==> config.mk <==
export PLATFORM = sky130hd
export DESIGN_NAME = fbpa_ram
export DESIGN_NICKNAME = d
export VERILOG_FILES = /design/src/fbpa_ram.sv
export SDC_FILE = /design/constraint.sdc
export NUM_CORES = 1
export LEC_CHECK = 0
export ABC_CLOCK_PERIOD_IN_PS = 2700
export BUFFER_PORTS_ARGS = -buffer_cell sky130_fd_sc_hd__buf_2
export CORE_ASPECT_RATIO = 1.4
export CORE_UTILIZATION = 41
export CTS_CLUSTER_DIAMETER = 50
export CTS_CLUSTER_SIZE = 30
export DETAILED_ROUTE_END_ITERATION = 6
export GPL_TIMING_DRIVEN = 0
export PLACE_DENSITY = 0.55
export SYNTH_ARGS = -nofsm -noshare
export SYNTH_HDL_FRONTEND = slang
export SYNTH_SLANG_ARGS = --single-unit
==> constraint.sdc <==
create_clock -name clock -period 2.7 [get_ports clock]
set_clock_uncertainty 0.05 [all_clocks]
set_input_delay 0.54 -clock clock [delete_from_list [all_inputs] [get_ports clock]]
set_output_delay 0.54 -clock clock [all_outputs]
set_load 0.05 [all_outputs]
==> src/fbpa_ram.sv <==
// Generic single-clock RAM: one write port, one read port, registered read data.
// No dependencies.
`timescale 1ns / 1ps

module fbpa_ram #(
   parameter int WIDTH = 8,
   parameter int DEPTH = 16
) (
   input  logic                     clock,
   input  logic                     wr_en,
   input  logic [$clog2(DEPTH)-1:0] wr_addr,
   input  logic [WIDTH-1:0]         wr_data,
   input  logic                     rd_en,
   input  logic [$clog2(DEPTH)-1:0] rd_addr,
   output logic [WIDTH-1:0]         rd_data
);

   logic [WIDTH-1:0] mem_ff [DEPTH];
   logic [WIDTH-1:0] rd_data_ff;

   always_ff @(posedge clock) begin
      if (wr_en) begin
         mem_ff[wr_addr] <= wr_data;
      end
      if (rd_en) begin
         rd_data_ff <= mem_ff[rd_addr];
      end
   end

   assign rd_data = rd_data_ff;

endmodule

==> out/qor.txt, run 1 <==
Global-route wire length before repair: 14,560 um
Power Density: 813.4 nW/um^2
Post-DP HPWL: 6501 um
Crit path DAT: 2.13 ns
Static leakage: 2.054 nW
# clock sinks: 136
Fmax: 464.2 MHz
Ant. Diodes: 0
Critical path's top delay family: simple AND/OR/NAND/NOR gates
Largest stage delay, worst path: 0.95 ns
Worst hold-check path type: in -> reg
Clock latency on the worst-skew pair: 0.41 ns
Simple-Gate Fraction of Synth Area: 3.135%
Largest net degree at the start of global routing: 17
TritonCTS clock tree: done
Vias per Instance: 5.399
Wire per inst: 23.13 um
Post-CTS setup buffers: 0
Worst-Margin Slew: 1.288 ns
Post-layout nets: 292
Post-synth top flop: edfxtp_1
Avg Cell Area, Syn: 22.83 sq um
#FFs+latches synth: 136
Register area share after synthesis: 78.12%
Largest family of logic cells by synthesized area: multiplexers
Fill cells: 1,012
Critical Setup Path Class: in -> reg
Detailed Routing Iterations Pass 1: 4
Post-Syn Instances: 229
Initial antenna violation count: 0
DRT iter0 DRCs: 119
Peak VDD IR: 0.3952 mV
Initial Utilization: 42.25%
Fin Setup TNS: 0 ns
CTS buffer count: 17
Area Overhead vs Synth: 17.69%
Die Ht: 135.6 um
Worst Setup Start Kind: input port
WP data required: 2.68 ns
GRT overflow: 0
GPL Wtd Cong: 0.7682
Root Buffer Master: clkbuf_16
Finished layout cell area: 6152 sq um
Core Region: 12,370 sq um
Vias: 2,354
Routed Antenna Nets: 0
Share of cells above drive strength 1: 29.37%
Crit Path Max Fanout: 8
Final Slew Violations: 0
Top-count cell post-synth: edfxtp_1
Async set-reset flop share out of synthesis: 0%
Final setup viols: 0
Period minus WS final: 2.154 ns
Post-Synth XOR/XNOR Area: 0%
Yosys top cell area share: 78.12%
Outcome: finished, final reports clean
Ranking of synthesized cells by area: edfxtp_1 (78%), mux4_2 (7.8%), mux4_1 (7.0%)
Max-cap viol count: 0
Crit-path cells: buf_2 > or3b_2 > nor3_1
Post-synthesis mux area share: 14.79%
Cell taking the most area after synthesis: edfxtp_1
Crit path max-delay cell type: nor3_1
Final-report hold violation count: 0
IO Pins: 27
Post-synth EDFFs: 136
Die area: 13,210 sq um
Syn Nets: 248
Resized Gates After CTS: 0
Die Wd: 97.43 um
Tcrit/Tclk final: 79.79%
Synth Area in Compound Gates: 2.298%
Synth unique cells: 18
Clk slew on worst S/H paths: 0.06 ns
Site row count: 48
Area share of fa/ha/maj cells after synthesis: 0%
Htree depth: 4
Utilization after layout: 49.73%
Critical path depth: 3
Final hold slack: 0.4181 ns
Worst Setup End Kind: register
Port Buffers: 25
Drt total wl: 10,090 um
Worst rel slew slack: 13.46%
DRC Markers: 0
Hold path depth: 1
Syn. warnings: 0
Register-to-Register Path Depth: 3
Total power: 0.005004 W
Mapped Area: 5228 sq um
Maximum buffer depth of the clock tree: 2
Commonest cells post-synth: edfxtp_1 (136), mux4_2 (18), a22oi_1 (16)
CTS Hold Buffers Added: 0
GRT Total Usage: 16.34%
Vias in the first global route: 2,373
RSZ-0062 raised after global routing: false
Buffers & Inverters on Critical Path: 1
Placed Area: 5540 sq um
[worst reg2reg max path, cell delays in order (launching register included)]
cell and delay, ns:
edfxtp_1 0.35, mux4_1 0.57, a22oi_1 0.32, nand2_1 0.10
[path summary, 6_finish.rpt]
path	slack [ns]	endpoint	start
setup / recovery	0.55	mem_ff[0][1]	wr_addr[2]
hold reg to reg	0.71	rd_data[2]	mem_ff[14][2]
setup reg to reg	1.06	rd_data[2]	mem_ff[1][2]
hold / removal	0.42	rd_data[5]	rd_en
[power by group]
part	total (W)	internal [W]	switching, W
Clock	0.00235	0.00153	0.000826
Combinational	0.000261	0.0000920	0.000169
Sequential	0.00239	0.00238	0.00000899
Total	0.00500	0.00400	0.00100
[registers in the layout, summed over array words and instances, names as in the netlist]
signal and flops:
mem_ff 128, rd_data 8
[cells by family (layout without fill, tap and decap cells)]
logic type	after synthesis	count (layout)
AO/OA/AOI/OAI	16	16
buffers and inverters	10	67
flip-flops	136	136
multiplexers	32	32
AND/OR/NAND/NOR	35	35
[area by class of cell]
type / count / area, sq um / area share (%)
buffer: 10 / 86.33 / 1.403
clock buffer: 17 / 425.4 / 6.915
clock inverter: 15 / 181.4 / 2.949
multi-input combinational: 83 / 1062 / 17.27
sequential: 136 / 4084 / 66.38
tap: 150 / 187.7 / 3.051
timing repair buffer: 25 / 125.1 / 2.034
[cell usage in the layout (no fill, tap or decap)]
| cell | count |
|---|---|
| edfxtp_1 | 136 |
| buf_2 | 28 |
| mux4_2 | 18 |
| clkbuf_16 | 17 |
| a22oi_1 | 16 |
| mux4_1 | 14 |
| nor2_1 | 13 |
| nand2_1 | 9 |
| clkinv_2 | 5 |
| bufinv_16 | 4 |
| buf_6 | 3 |
| clkdlybuf4s25_2 | 3 |
| nor3_1 | 3 |
| clkinv_1 | 3 |
| nand3b_1 | 2 |
| nand2b_1 | 2 |
| inv_6 | 2 |
| nor2b_1 | 1 |
| buf_4 | 1 |
| and2_1 | 1 |
| and2b_1 | 1 |
| nand3_1 | 1 |
| nor3_2 | 1 |
| or3b_2 | 1 |
| clkinvlp_4 | 1 |
[metrics by stage]
stage | worst slack [ns] | cells
2_1_floorplan | 0.6171 | 229
4_1_cts | 0.5259 | 436
3_3_place_gp | 0.03512 | 404
5_1_grt | 0.3799 | 436
3_5_place_dp | 0.1085 | 404
6_report | 0.5456 | 436
[metal layers]
layer / up-vias / track usage, % / wire, um
met5: - / 0 / 0
met4: 0 / 5.637 / 116
met3: 12 / 5.212 / 399
met2: 57 / 28.32 / 5366
met1: 1219 / 19.22 / 4203
li1: 1066 / - / -
Note: power is estimated with default switching activity, not from simulation.
==> inputs of run 2 (changes only) <==
--- a/config.mk
+++ b/config.mk
@@ -5,7 +5,7 @@
 export SDC_FILE = /design/constraint.sdc
 export NUM_CORES = 1
 export LEC_CHECK = 0
-export ABC_CLOCK_PERIOD_IN_PS = 2700
+export ABC_CLOCK_PERIOD_IN_PS = 2200
 export BUFFER_PORTS_ARGS = -buffer_cell sky130_fd_sc_hd__buf_2
 export CORE_ASPECT_RATIO = 1.4
 export CORE_UTILIZATION = 41
==> constraint.sdc (replaced) <==
create_clock -name clock -period 2.2 [get_ports clock]
set_clock_uncertainty 0.05 [all_clocks]
set_input_delay 0.44 -clock clock [delete_from_list [all_inputs] [get_ports clock]]
set_output_delay 0.44 -clock clock [all_outputs]
set_load 0.05 [all_outputs]
==> run 2 against run 1 <==
Against the previous run: critical path depth unchanged; combinational power rose by 23%; worst hold slack worse by 0.097 ns; setup slack got worse by 0.12 ns; first-iteration DRC count up 31%; global-route usage stayed put; clock power rose by 23%; critical path type unchanged; largest power group unchanged.
==> out/qor.txt, run 2 (same netlist as run 1, synthesis figures left out) <==
Final Slew Violations: 0
Worst Setup End Kind: register
GPL Wtd Cong: 0.7682
Period minus WS final: 1.778 ns
Vias in the first global route: 2,373
Fin Setup TNS: 0 ns
Area Overhead vs Synth: 17.78%
TritonCTS clock tree: done
Vias per Instance: 5.356
Power Density: 996.7 nW/um^2
Ant. Diodes: 0
Outcome: finished, final reports clean
Detailed Routing Iterations Pass 1: 4
Commonest non-fill, non-tap cell in the layout: edfxtp_1
Peak VDD IR: 0.4850 mV
Wire per inst: 23.00 um
Register-to-Register Path Depth: 3
DRC Markers: 0
Final-report hold violation count: 0
Site row count: 48
Root Buffer Master: clkbuf_16
Placed Area: 5540 sq um
Fmax: 562.5 MHz
Utilization after layout: 49.77%
Max reg flops: 128
Finished layout cell area: 6157 sq um
Die Wd: 97.43 um
DRT iter0 DRCs: 156
Crit Path Max Fanout: 8
Final setup viols: 0
Post-layout nets: 292
Vias: 2,335
Post-DP HPWL: 6501 um
Maximum buffer depth of the clock tree: 2
Initial Utilization: 42.25%
Final hold slack: 0.3207 ns
Die Ht: 135.6 um
Critical Setup Path Class: in -> reg
Share of cells above drive strength 1: 29.72%
Max-cap viol count: 0
Port Buffers: 25
Clock latency on the worst-skew pair: 0.41 ns
Routed Antenna Nets: 0
Core Region: 12,370 sq um
Htree depth: 4
Largest net degree at the start of global routing: 17
Die area: 13,210 sq um
Initial antenna violation count: 0
WP data required: 2.19 ns
Worst rel slew slack: 12.30%
Static leakage: 2.056 nW
GRT Total Usage: 16.34%
IO Pins: 27
Worst Setup Start Kind: input port
Global-route wire length before repair: 14,560 um
Drt total wl: 10,030 um
Tcrit/Tclk final: 80.80%
Crit path DAT: 1.76 ns
Commonest cells after routing, fill and taps aside: edfxtp_1 (136), buf_2 (28), mux4_2 (18)
RSZ-0062 raised after global routing: false
Clk slew on worst S/H paths: 0.06 ns
# clock sinks: 136
CTS buffer count: 17
Worst hold-check path type: in -> reg
Most flop-heavy register: mem_ff
Total power: 0.006137 W
Hold path depth: 1
CTS Hold Buffers Added: 0
Worst-Margin Slew: 1.305 ns
GRT overflow: 0
run 2: changes by cell type in the layout (fill, tap and decap cells not counted):
| cell | delta |
|---|---|
| nor3_1 | -1 |
| nor3_2 | +1 |
run 2: layout make-up:
| class | instances | area [sq um] |
|---|---|---|
| Sequential cell | 136 | 4084 |
| Fill cell | 1009 | 6215 |
| Buffer | 10 | 86.33 |
| Clock inverter | 15 | 181.4 |
| Tap cell | 150 | 187.7 |
| Timing Repair Buffer | 25 | 125.1 |
| Multi-Input combinational cell | 83 | 1067 |
| Clock buffer | 17 | 425.4 |
run 2: critical path: stages:
cell and delay, ns:
buf_2 0.12, or3b_2 0.52, nor2_1 0.68
run 2: final timing paths:
kind	startpoint	endpoint	slack (ns)
min	rd_en	rd_data[5]	0.32
max reg2reg	mem_ff[1][2]	rd_data[2]	0.55
min reg2reg	mem_ff[14][2]	rd_data[2]	0.71
max	wr_addr[2]	mem_ff[1][1]	0.42
run 2: repair_timing:
action / CTS / global route
gates resized for setup: 0 / 1
buffers inserted: 0 / 0
endpoints found under the setup margin: 0 / 8
run 2: metrics by stage:
stage / std cells / setup slack [ns]
after detailed placement: 404 / -0.2915
after global routing: 436 / 0.3301
after global placement: 404 / -0.3649
final: 436 / 0.4224
after floorplan: 229 / 0.2171
after CTS: 436 / 0.1259
run 2: report_power, final:
group	switching (W)	internal, W	total (W)
registers	0.0000110	0.00292	0.00293
logic	0.000207	0.000113	0.000320
clock network	0.00101	0.00188	0.00289
total	0.00123	0.00491	0.00614
run 2: layer usage:
metal	global-route usage, %	wire length, um	vias up
met5	0	0	-
met4	5.637	104	0
met3	5.212	365	8
met2	28.32	5453	55
met1	19.22	4106	1205
li1	-	-	1067
